--- config.mk ---
export PLATFORM = sky130hd
export DESIGN_NAME = aat_divider
export DESIGN_NICKNAME = d
export VERILOG_FILES = /design/src/rtl/core/aat_pkg.sv /design/src/rtl/core/aat_divider.sv
export SDC_FILE = /design/constraint.sdc
export NUM_CORES = 1
export LEC_CHECK = 0
export BUFFER_PORTS_ARGS = -buffer_cell sky130_fd_sc_hd__buf_2
export CORE_ASPECT_RATIO = 1.5
export CORE_MARGIN = 3
export CORE_UTILIZATION = 50
export CTS_BUF_LIST = sky130_fd_sc_hd__clkbuf_4 sky130_fd_sc_hd__clkbuf_8 sky130_fd_sc_hd__clkbuf_16
export CTS_CLUSTER_DIAMETER = 50
export DETAILED_ROUTE_END_ITERATION = 6
export PLACE_DENSITY = 0.74
export SYNTH_ARGS = -nofsm -noshare
export SYNTH_HDL_FRONTEND = slang
export SYNTH_SLANG_ARGS = --single-unit
--- constraint.sdc ---
create_clock -name clk -period 2.4 [get_ports clk]
set_input_delay 0.24 -clock clk [delete_from_list [all_inputs] [get_ports clk]]
set_output_delay 0.24 -clock clk [all_outputs]
set_load 0.05 [all_outputs]
--- src/rtl/core/aat_pkg.sv ---
`timescale 1ns / 1ps

package aat_pkg;

    // field and register widths
    localparam int SLOT_W      = 16;
    localparam int RATE_W      = 32;
    localparam int TOTAL_W     = 17;
    localparam int MCNT_W      = 11;
    localparam int MIDX_OUT_W  = 6;
    localparam int CFG_IDX_W   = 2;
    localparam int CFG_DATA_W  = 32;

    localparam logic [SLOT_W-1:0]  LIMIT_RESET   = 16'd3;
    localparam logic [MCNT_W-1:0]  METER_CNT_MAX = 11'h7FF;
    localparam logic [TOTAL_W-1:0] SCAN_CNT_MAX  = 17'h1FFFF;

    // configuration register indexes
    localparam logic [CFG_IDX_W-1:0] CFG_IDLE_LIMIT   = 2'd0;
    localparam logic [CFG_IDX_W-1:0] CFG_AVERAGE_RATE = 2'd1;
    localparam logic [CFG_IDX_W-1:0] CFG_PEAK_RATE    = 2'd2;

    // input commands
    localparam logic CMD_OBSERVE  = 1'b0;
    localparam logic CMD_END_SCAN = 1'b1;

    // result kinds
    localparam logic KIND_VERDICT = 1'b0;
    localparam logic KIND_RATE    = 1'b1;

    typedef enum logic [2:0] {
        SEQ_IDLE,
        SEQ_START,
        SEQ_DIV,
        SEQ_READ,
        SEQ_EMIT,
        SEQ_CLEAR
    } seq_state_t;

endpackage

--- src/rtl/core/aat_divider.sv ---
`timescale 1ns / 1ps

// Two-lane restoring divider sharing one divisor; gives ceil(a/d) and ceil(b/d).
module aat_divider
    import aat_pkg::*;
(
    input  logic               clk,
    input  logic               rst_n,
    input  logic               start,
    input  logic [TOTAL_W-1:0] divisor,
    input  logic [RATE_W-1:0]  dividend_a,
    input  logic [RATE_W-1:0]  dividend_b,
    output logic               done,
    output logic [RATE_W-1:0]  ceil_a,
    output logic [RATE_W-1:0]  ceil_b
);

    localparam int STEP_W = $clog2(RATE_W);

    logic                busy_reg;
    logic                fix_reg;
    logic                done_reg;
    logic [STEP_W-1:0]   step_reg;
    logic [TOTAL_W-1:0]  dvs_reg;
    logic [TOTAL_W-1:0]  rem_a_reg;
    logic [TOTAL_W-1:0]  rem_b_reg;
    logic [RATE_W-1:0]   q_a_reg;
    logic [RATE_W-1:0]   q_b_reg;
    logic [RATE_W-1:0]   res_a_reg;
    logic [RATE_W-1:0]   res_b_reg;

    logic [TOTAL_W-1:0]  rem_a_next;
    logic [TOTAL_W-1:0]  rem_b_next;
    logic [RATE_W-1:0]   q_a_next;
    logic [RATE_W-1:0]   q_b_next;

    function automatic logic [TOTAL_W+RATE_W-1:0] div_step(
        input logic [TOTAL_W-1:0] rem,
        input logic [RATE_W-1:0]  q,
        input logic [TOTAL_W-1:0] dvs
    );
        logic [TOTAL_W:0] trial;
        logic [TOTAL_W:0] diff;
        trial = {rem, q[RATE_W-1]};
        diff  = trial - {1'b0, dvs};
        if (trial >= {1'b0, dvs})
        begin
            div_step = {diff[TOTAL_W-1:0], q[RATE_W-2:0], 1'b1};
        end
        else
        begin
            div_step = {trial[TOTAL_W-1:0], q[RATE_W-2:0], 1'b0};
        end
    endfunction

    always_comb
    begin
        {rem_a_next, q_a_next} = div_step(rem_a_reg, q_a_reg, dvs_reg);
        {rem_b_next, q_b_next} = div_step(rem_b_reg, q_b_reg, dvs_reg);
    end

    always_ff @(posedge clk or negedge rst_n)
    begin
        if (!rst_n)
        begin
            busy_reg <= 1'b0;
            fix_reg  <= 1'b0;
            done_reg <= 1'b0;
            step_reg <= '0;
        end
        else
        begin
            done_reg <= 1'b0;
            if (start)
            begin
                busy_reg <= 1'b1;
                step_reg <= STEP_W'(RATE_W - 1);
            end
            else if (busy_reg)
            begin
                step_reg <= step_reg - 1'b1;
                if (step_reg == '0)
                begin
                    busy_reg <= 1'b0;
                    fix_reg  <= 1'b1;
                end
            end
            else if (fix_reg)
            begin
                fix_reg  <= 1'b0;
                done_reg <= 1'b1;
            end
        end
    end

    always_ff @(posedge clk)
    begin
        if (start)
        begin
            dvs_reg   <= divisor;
            rem_a_reg <= '0;
            rem_b_reg <= '0;
            q_a_reg   <= dividend_a;
            q_b_reg   <= dividend_b;
        end
        else if (busy_reg)
        begin
            rem_a_reg <= rem_a_next;
            rem_b_reg <= rem_b_next;
            q_a_reg   <= q_a_next;
            q_b_reg   <= q_b_next;
        end
        if (fix_reg)
        begin
            // round up on a nonzero remainder; cannot overflow as q < 2^32 - 1 then
            res_a_reg <= q_a_reg + RATE_W'(rem_a_reg != '0);
            res_b_reg <= q_b_reg + RATE_W'(rem_b_reg != '0);
        end
    end

    assign done   = done_reg;
    assign ceil_a = res_a_reg;
    assign ceil_b = res_b_reg;

endmodule

==> results of run 1 <==
per-layer routing:
metal	GRT usage	up-vias	share of wire
li1	-	3748	-
met1	0.255	3825	0.39
met2	0.395	268	0.52
met3	0.0412	76	0.048
met4	0.101	0	0.044
met5	0	-	0
worst max-delay path, cell delays in order, from the launching register on:
cell and delay (ns):
edfxtp_1 0.41, inv_2 0.12, ha_4 0.16, inv_2 0.04, fa_2 0.33, a21o_1 0.20, a221oi_4 0.37, a211oi_4 0.13
o22ai_4 0.20, buf_6 0.17, mux2i_1 0.21, o22ai_1 0.09
stage by stage:
stage	utilization	instance area [µm²]	hold slack, ns
2_1_floorplan	-	9940	-0.0556
3_3_place_gp	0.605	11600	0.0904
3_5_place_dp	0.605	11600	0.0921
4_1_cts	0.662	12700	0.00752
5_1_grt	0.687	13200	0.0783
6_report	0.687	13200	0.0696
cells by family after synthesis:
kind of cell             Yosys count  synth area share
AO/OA/AOI/OAI                    140             0.100
adder cells (fa/ha/maj)           42            0.0548
buffers and inverters             72            0.0288
XOR/XNOR                          91            0.0808
AND/OR/NAND/NOR                  256             0.128
flip-flops                       187             0.531
multiplexers                      68            0.0765
placed cells by master, fill, tap and decap left out, drive strengths merged, types with 10 or more instances in the layout:
master | netlist | final
o21ai | 31 | 31
xnor2 | 60 | 60
nand3 | 39 | 39
dfxtp | 34 | 34
a21oi | 26 | 26
nand4 | 25 | 25
nor4 | 12 | 12
nand2b | 10 | 10
a21o | 10 | 10
nor2 | 49 | 49
ha | 40 | 40
clkbuf | 29 | 22
buf | 9 | 273
a32oi | 12 | 12
mux2 | 59 | 59
inv | 34 | 36
edfxtp | 145 | 145
nand2 | 77 | 77
dlygate4sd3 | 0 | 18
xor2 | 31 | 31
and3 | 15 | 15
where the power goes:
part           switching, mW  internal, mW  leakage [nW]
registers              0.154          3.68          1.78
clock network           1.20          1.52         0.284
logic                  0.484         0.500          3.37
worst min path at each step:
stage | cells past startpoint | end | from | slack, ns
2_1_floorplan | 0 | busy_reg$_DFF_PN0_ | rst_n | -0.06
3_3_place_gp | 1 | done$_DFF_PN0_ | rst_n | 0.09
3_5_place_dp | 1 | done$_DFF_PN0_ | rst_n | 0.09
4_1_cts | 1 | dvs_reg[0]$_DFFE_PP_ | divisor[0] | 0.008
5_1_grt | 2 | q_b_reg[4]$_DFFE_PP_ | dividend_b[4] | 0.08
6_report | 3 | q_b_reg[10]$_DFFE_PP_ | dividend_b[10] | 0.07
cells in the mapped netlist, types with 5 or more instances:
cell type	n	area share
edfxtp_1	145	0.44
nand2_1	77	0.029
xnor2_1	60	0.053
mux2_2	59	0.067
nor2_1	49	0.019
ha_1	40	0.051
nand3_1	39	0.020
dfxtp_1	34	0.069
inv_1	34	0.013
o21ai_0	31	0.016
xor2_1	31	0.028
clkbuf_1	29	0.011
a21oi_1	26	0.013
nand4_1	25	0.016
and3_1	15	0.0095
a32oi_1	12	0.011
nor4_1	11	0.0070
a21o_1	10	0.0076
nand2b_1	10	0.0063
a311oi_1	9	0.0080
and4_1	9	0.0080
mux2i_1	9	0.0091
a31oi_1	8	0.0051
dfrtp_1	8	0.020
nor3_1	8	0.0041
a211oi_1	5	0.0038
and2_1	5	0.0032
buf_2	5	0.0025
o311ai_0	5	0.0044
repair_timing:
action / CTS / global route
cloned: 2 / 2
hold buffers: 17 / 1
setup buffers: 13 / 10
pin swaps: 30 / 47
gates resized for setup: 56 / 90
endpoints found under the setup margin: 58 / 81
endpoints found under the hold margin: 24 / 1
final cells by class:
class / instances / area, µm² / area share
Sequential cell: 187 / 5240 / 0.396
Clock inverter: 11 / 92.6 / 0.00700
Inverter: 34 / 128 / 0.00965
Multi-Input combinational cell: 597 / 4950 / 0.374
Clock buffer: 21 / 474 / 0.0359
Tap cell: 256 / 320 / 0.0242
Timing Repair Buffer: 292 / 2010 / 0.152
==> results.json, run 1 <==
{
  "htreeDepth": 4,
  "gr-usage-all-layers": 0.221,
  "grt_pass1_wl_um": 36900,
  "drive_gt1_frac": 0.401,
  "ant_nets": 0,
  "ys_dominant_reg_cell": "edfxtp_1",
  "hp-class": "in2reg",
  "slew-limit-headroom": 0.500,
  "setup.worst_path.class": "reg2reg",
  "vias": 7917,
  "dieArea_um2": 21500,
  "drv_slew": 0,
  "die_x_um": 121,
  "min_period_ns": 2.59,
  "clock-sinks": 187,
  "rsz0062_at_grt": "yes",
  "period_share": 1.08,
  "power.density_nw_per_um2": 570,
  "pin_count": 149,
  "core_area_um2": 19200,
  "rrSetupSlack_ns": -0.19,
  "chipHeight_um": 178,
  "syn_area_um2": 9860,
  "wl_um": 25200,
  "first_global_vias": 7532,
  "r2r_start": "q_a_reg[31]$_DFFE_PP_",
  "cts.reportedPaths.clkPinSlew_ns": 0.07,
  "synth_area_per_cell_um2": 11.5,
  "antenna_cells": 0,
  "ys_seq_area_frac": 0.531,
  "fin_setup_tns_ns": -4.41,
  "peakVddDrop_uv": 413,
  "fin_worst_skew_ns": 0.0160,
  "finalSetupViolations": 45,
  "dp.cells": 1324,
  "r2r_end": "rem_a_reg[8]$_SDFFE_PP0P_",
  "cp-startpoint": "q_a_reg[31]$_DFFE_PP_",
  "ff2ff_path_depth": 11,
  "critPathArrivalTime_ns": 2.88,
  "first_pass_iters": 5,
  "crit_end": "rem_a_reg[8]$_SDFFE_PP0P_",
  "status": "complete, but fails checks",
  "required_ns": 2.69,
  "num_rows": 62,
  "drc": 0,
  "antenna_found_initial": 0,
  "violations": "setup timing",
  "drt_iter0_drc": 763,
  "ys_types": 58,
  "critPathCaptureType": "flop",
  "maxCapViolCount": 0,
  "clk_path_buf_depth": 2,
  "hold_viol_final": 0,
  "numCtsBuffers": 17,
  "dpl.hpwl_um": 17400,
  "fillers": 1361,
  "ys_ff_latch": 187,
  "layout.nets": 1255,
  "gp_congestion": 0.903,
  "synth_nets": 982,
  "worst_slack_ns": -0.191,
  "start_util": 0.513,
  "fmax_mhz": 386,
  "start_kind": "flop",
  "synth_cells": 856,
  "root_buffer": "clkbuf_16",
  "leakage_nw": 5.44,
  "p_total_mw": 7.53,
  "portBuffers": 148,
  "grt_max_degree": 45,
  "area_growth_pct": 34.0,
  "synth_edf_count": 145,
  "worstPathMaxFanout": 5,
  "cts_tree": "done",
  "yosysWarningCount": 0,
  "worst_pin_slew_ns": 0.751,
  "wl_per_cell_um": 18.0,
  "async_reset_ff_frac": 0.0428,
  "pre_cts_ws_ns": -0.196,
  "routed_via_density": 5.66,
  "insertion_delay_ns": 0.45,
  "final_cells": 1398,
  "overflow": 0
}
Note: power is estimated with default switching activity, not from simulation.
==> run 2, diff against run 1 <==
--- a/config.mk
+++ b/config.mk
@@ -12,7 +12,7 @@
 export CTS_BUF_LIST = sky130_fd_sc_hd__clkbuf_4 sky130_fd_sc_hd__clkbuf_8 sky130_fd_sc_hd__clkbuf_16
 export CTS_CLUSTER_DIAMETER = 50
 export DETAILED_ROUTE_END_ITERATION = 6
-export PLACE_DENSITY = 0.74
+export PLACE_DENSITY = 0.78
 export SYNTH_ARGS = -nofsm -noshare
 export SYNTH_HDL_FRONTEND = slang
 export SYNTH_SLANG_ARGS = --single-unit
==> constraint.sdc (replaced) <==
create_clock -name clk -period 3.07 [get_ports clk]
set_input_delay 0.307 -clock clk [delete_from_list [all_inputs] [get_ports clk]]
set_output_delay 0.307 -clock clk [all_outputs]
set_load 0.05 [all_outputs]
==> results.json, run 2 (synthesis results as in run 1) <==
{
  "status": "finished clean",
  "start_kind": "flop",
  "wl_um": 22300,
  "maxCapViolCount": 0,
  "die_x_um": 121,
  "first_pass_iters": 5,
  "drt_iter0_drc": 498,
  "drv_slew": 0,
  "multi_input_area_um2": 4360,
  "critPathCaptureType": "flop",
  "swShare": 0.241,
  "num_rows": 62,
  "combPwrFrac": 0.102,
  "peakVddDrop_uv": 367,
  "cpPeakStageDelay_ns": 0.43,
  "dpl.hpwl_um": 16400,
  "fillers": 1576,
  "ff2ff_path_depth": 11,
  "layout_common_cells": "buf_2, edfxtp_1, nand2_1",
  "antenna_found_initial": 2,
  "total_switching_power_mw": 1.37,
  "grt_max_degree": 63,
  "insertion_delay_ns": 0.44,
  "gr-usage-all-layers": 0.211,
  "critPathArrivalTime_ns": 3.04,
  "period_share": 0.933,
  "chipHeight_um": 178,
  "worstPathCellList": "nor4_2 > nand4_1 > or4_1 > ha_1 > ha_1 > nand3_2 > nor4_4 > and4_1 > nand4_1 > nor2_1 > xor2_1",
  "seq_power_share": 0.524,
  "holdCritStartpoint": "divisor[9]",
  "ff_latch_area_um2": 5240,
  "clockPowerShare": 0.374,
  "wl_per_cell_um": 17.6,
  "pin_count": 149,
  "clock-sinks": 187,
  "area_growth_pct": 16.8,
  "cpMaxStageDelayCell": "or4_1",
  "required_ns": 3.25,
  "hold_viol_final": 0,
  "cts_tree": "done",
  "ant_nets": 0,
  "gp_congestion": 0.947,
  "leakage_nw": 4.61,
  "crit_family": "simple AND/OR/NAND/NOR gates",
  "overflow": 0,
  "htreeDepth": 4,
  "fin_setup_tns_ns": 0,
  "numCtsBuffers": 17,
  "fmax_mhz": 349,
  "core_area_um2": 19200,
  "cts.reportedPaths.clkPinSlew_ns": 0.07,
  "first_global_vias": 7088,
  "final_common_cell": "buf_2",
  "p_total_mw": 5.70,
  "portBuffers": 148,
  "dieArea_um2": 21500,
  "hold_end": "dvs_reg[9]$_DFFE_PP_",
  "min_period_ns": 2.86,
  "finalSetupViolations": 0,
  "fin_worst_skew_ns": 0.0109,
  "start_util": 0.513,
  "p_int_mw": 4.33,
  "hp-class": "in2reg",
  "vias": 7254,
  "final_util": 0.599,
  "drc": 0,
  "grt_pass1_wl_um": 35100,
  "postCtsSetupBuffers": 0,
  "power.density_nw_per_um2": 495,
  "worst_pin_slew_ns": 0.822,
  "root_buffer": "clkbuf_16",
  "rsz0062_at_grt": "no",
  "layout.nets": 1126,
  "worstPathMaxFanout": 7,
  "holdPathStages": 1,
  "routed_via_density": 5.71,
  "path_buf_inv": 0,
  "setup.worst_path.class": "reg2reg",
  "drive_gt1_frac": 0.261,
  "r2r_end": "ceil_b[28]$_DFFE_PP_",
  "rrSetupSlack_ns": 0.21,
  "slew-limit-headroom": 0.452,
  "clk_path_buf_depth": 2,
  "r2r_start": "rem_b_reg[8]$_SDFFE_PP0P_"
}
-- run 2: cell types whose count changed in the layout (fill, tap and decap cells not counted), moves of 7 or more --
cell,delta
o21ai_0,+16
dlygate4sd3_1,-17
nand3_2,-9
ha_4,-7
nand3_1,+13
ha_1,+9
buf_4,-87
o21ai_1,-13
nor4_1,+8
buf_6,-24
-- run 2: final cells by class --
type                       instances  area share
sequential                       187       0.454
multi-input combinational        597       0.379
timing repair buffer             163      0.0778
clock buffer                      20      0.0400
tap                              256      0.0278
inverter                          34      0.0111
clock inverter                    12     0.00977
antenna                            2    0.000434
-- run 2: worst max path at each step --
| stage | endpoint | startpoint | slack (ns) | cells past startpoint |
|---|---|---|---|---|
| 2_1_floorplan | ceil_b[29]$_DFFE_PP_ | rem_b_reg[0]$_SDFFE_PP0P_ | 0.50 | 11 |
| 3_3_place_gp | ceil_b[28]$_DFFE_PP_ | rem_b_reg[8]$_SDFFE_PP0P_ | 0.20 | 11 |
| 3_5_place_dp | ceil_b[26]$_DFFE_PP_ | rem_b_reg[8]$_SDFFE_PP0P_ | 0.13 | 11 |
| 4_1_cts | ceil_b[28]$_DFFE_PP_ | rem_b_reg[8]$_SDFFE_PP0P_ | 0.08 | 11 |
| 5_1_grt | ceil_b[28]$_DFFE_PP_ | rem_b_reg[0]$_SDFFE_PP0P_ | 0.05 | 11 |
| 6_report | ceil_b[28]$_DFFE_PP_ | rem_b_reg[8]$_SDFFE_PP0P_ | 0.21 | 11 |
-- run 2: per-stage QoR --
step | hold WS [ns] | worst slack, ns | cells | instance area [µm²]
6_report | 0.0350 | 0.207 | 1271 | 11500
3_3_place_gp | 0.157 | 0.204 | 1236 | 10900
2_1_floorplan | 0.0114 | 0.496 | 856 | 9860
4_1_cts | 0.0147 | 0.0780 | 1269 | 11500
3_5_place_dp | 0.161 | 0.126 | 1236 | 10900
5_1_grt | 0.0154 | 0.0483 | 1271 | 11500
-- run 2: per-layer routing --
| layer | global-route usage | up-vias | part of all wire |
|---|---|---|---|
| met1 | 0.245 | 3454 | 0.40 |
| li1 | - | 3494 | - |
| met3 | 0.0371 | 74 | 0.045 |
| met5 | 0 | - | 0 |
| met4 | 0.112 | 0 | 0.044 |
| met2 | 0.369 | 232 | 0.51 |
-- run 2: power by group through the flow --
stage / logic, mW / registers [mW] / clock network [mW]
floorplan: 0.407 / 3.01 / 0
global placement: 0.558 / 3.04 / 0
detailed placement: 0.571 / 3.04 / 0
CTS: 0.579 / 2.99 / 2.17
global route: 0.641 / 3.00 / 2.27
finish: 0.579 / 2.99 / 2.13
-- run 2: what timing repair did --
action                                  CTS  global route
hold buffers                              1             0
gates resized for setup                   0             3
hold endpoints to repair                  8             0
endpoints found under the setup margin    0             4
==> run 3, diff against run 2 <==
--- a/config.mk
+++ b/config.mk
@@ -13,6 +13,7 @@
 export CTS_CLUSTER_DIAMETER = 50
 export DETAILED_ROUTE_END_ITERATION = 6
 export PLACE_DENSITY = 0.78
+export SLEW_MARGIN = 20
 export SYNTH_ARGS = -nofsm -noshare
 export SYNTH_HDL_FRONTEND = slang
 export SYNTH_SLANG_ARGS = --single-unit
==> constraint.sdc (replaced) <==
create_clock -name clk -period 3 [get_ports clk]
set_input_delay 0.3 -clock clk [delete_from_list [all_inputs] [get_ports clk]]
set_output_delay 0.3 -clock clk [all_outputs]
set_load 0.05 [all_outputs]
==> results.json, run 3 (synthesis results as in run 1) <==
{
  "status": "finished clean",
  "first_pass_iters": 5,
  "critPathArrivalTime_ns": 3.01,
  "numCtsBuffers": 17,
  "peakVddDrop_uv": 335,
  "gr-usage-all-layers": 0.210,
  "hold_viol_final": 0,
  "layout_common_cells": "buf_2, edfxtp_1, nand2_1",
  "layout.nets": 1128,
  "critPathCaptureType": "flop",
  "routed_via_density": 5.70,
  "clk_path_buf_depth": 2,
  "grt_max_degree": 66,
  "core_area_um2": 19200,
  "leakage_nw": 4.63,
  "final_cells": 1272,
  "insertion_delay_ns": 0.44,
  "start_util": 0.513,
  "setup.worst_path.class": "reg2reg",
  "gp_congestion": 0.934,
  "required_ns": 3.19,
  "hp-class": "in2reg",
  "drive_gt1_frac": 0.266,
  "clock-sinks": 187,
  "final_common_cell": "buf_2",
  "fillers": 1592,
  "htreeDepth": 4,
  "ff_latch_area_um2": 5240,
  "dpl.hpwl_um": 16800,
  "postCtsSetupBuffers": 0,
  "drv_slew": 0,
  "ant_nets": 0,
  "vias": 7245,
  "start_kind": "flop",
  "fmax_mhz": 354,
  "min_period_ns": 2.83,
  "fin_setup_tns_ns": 0,
  "drt_iter0_drc": 626,
  "overflow": 0,
  "chipHeight_um": 178,
  "period_share": 0.943,
  "area_growth_pct": 17.2,
  "first_global_vias": 7188,
  "die_x_um": 121,
  "wl_per_cell_um": 17.8,
  "num_rows": 62,
  "finalSetupViolations": 0,
  "fin_worst_skew_ns": 0.0122,
  "dp.cells": 1238,
  "cts_tree": "done",
  "antenna_found_initial": 1,
  "portBuffers": 148,
  "wl_um": 22600,
  "pin_count": 149,
  "worstPathMaxFanout": 6,
  "power.density_nw_per_um2": 506,
  "cts.reportedPaths.clkPinSlew_ns": 0.08,
  "drc": 0,
  "dieArea_um2": 21500,
  "root_buffer": "clkbuf_16",
  "worst_pin_slew_ns": 0.791,
  "rsz0062_at_grt": "no",
  "grt_pass1_wl_um": 35400,
  "multi_input_area_um2": 4380,
  "maxCapViolCount": 0,
  "slew-limit-headroom": 0.473
}
[run 3: cell count changes in the layout (fill, tap and decap cells not counted), sizes merged]
cell,change
diode,-1
inv,+5
clkbuf,-2
bufinv,-1
buf,+2
clkinvlp,-2
[run 3: path summary, 6_finish.rpt]
kind	start	to	slack, ns	cells after the start
worst max-delay path	rem_b_reg[8]$_SDFFE_PP0P_	ceil_b[31]$_DFFE_PP_	0.17	10
worst min register to register	rem_a_reg[1]$_SDFFE_PP0P_	rem_a_reg[1]$_SDFFE_PP0P_	0.52	2
worst min-delay path	divisor[16]	dvs_reg[16]$_DFFE_PP_	0.03	1
max in group asynchronous	rst_n	fix_reg$_DFFE_PN0P_	2.58	2
worst max register to register	rem_b_reg[8]$_SDFFE_PP0P_	ceil_b[31]$_DFFE_PP_	0.17	10
min in group asynchronous	rst_n	step_reg[4]$_DFFE_PN0P_	0.23	2
[run 3: worst max-delay path, cell delays in order (launching register included)]
cell	delay, ns
dfxtp_1	0.35
nor4_2	0.32
nand4_1	0.13
or4_1	0.44
ha_1	0.23
and4_1	0.20
and4_1	0.27
and4_1	0.24
nand4_1	0.17
nor3_1	0.10
xnor2_1	0.12
[run 3: layer usage]
metal / up-vias / part of all wire / GRT usage
met3: 67 / 0.050 / 0.0387
met1: 3420 / 0.39 / 0.239
met2: 264 / 0.52 / 0.379
met4: 0 / 0.042 / 0.102
met5: - / 0 / 0
li1: 3494 / - / -
[run 3: layout make-up]
class	instances	area share
inverter	34	0.0110
clock buffer	18	0.0374
antenna	1	0.000216
clock inverter	14	0.0128
multi-input combinational	597	0.379
timing repair buffer	165	0.0788
sequential	187	0.453
tap	256	0.0277
[run 3: through the flow]
stage,utilization,total power [mW],hold slack (ns),instance area [µm²],worst slack [ns]
after floorplan,-,3.49,0.00441,9860,0.426
after CTS,0.599,5.89,0.0223,11500,0.118
final,0.601,5.86,0.0331,11600,0.172
after global routing,0.601,6.08,0.0261,11600,0.0248
after global placement,0.568,3.68,0.150,10900,0.182
after detailed placement,0.568,3.70,0.152,10900,0.125
[run 3: power breakdown]
group / internal [mW] / switching (mW) / total, mW
Sequential: 2.94 / 0.122 / 3.06
Clock: 1.12 / 1.08 / 2.20
Combinational: 0.288 / 0.304 / 0.592
Total: 4.35 / 1.51 / 5.86
[run 3: what timing repair did]
action | in CTS | in global routing
resized for setup | 0 | 6
hold buffers | 1 | 0
hold endpoints to repair | 8 | 0
endpoints found under the setup margin | 0 | 11
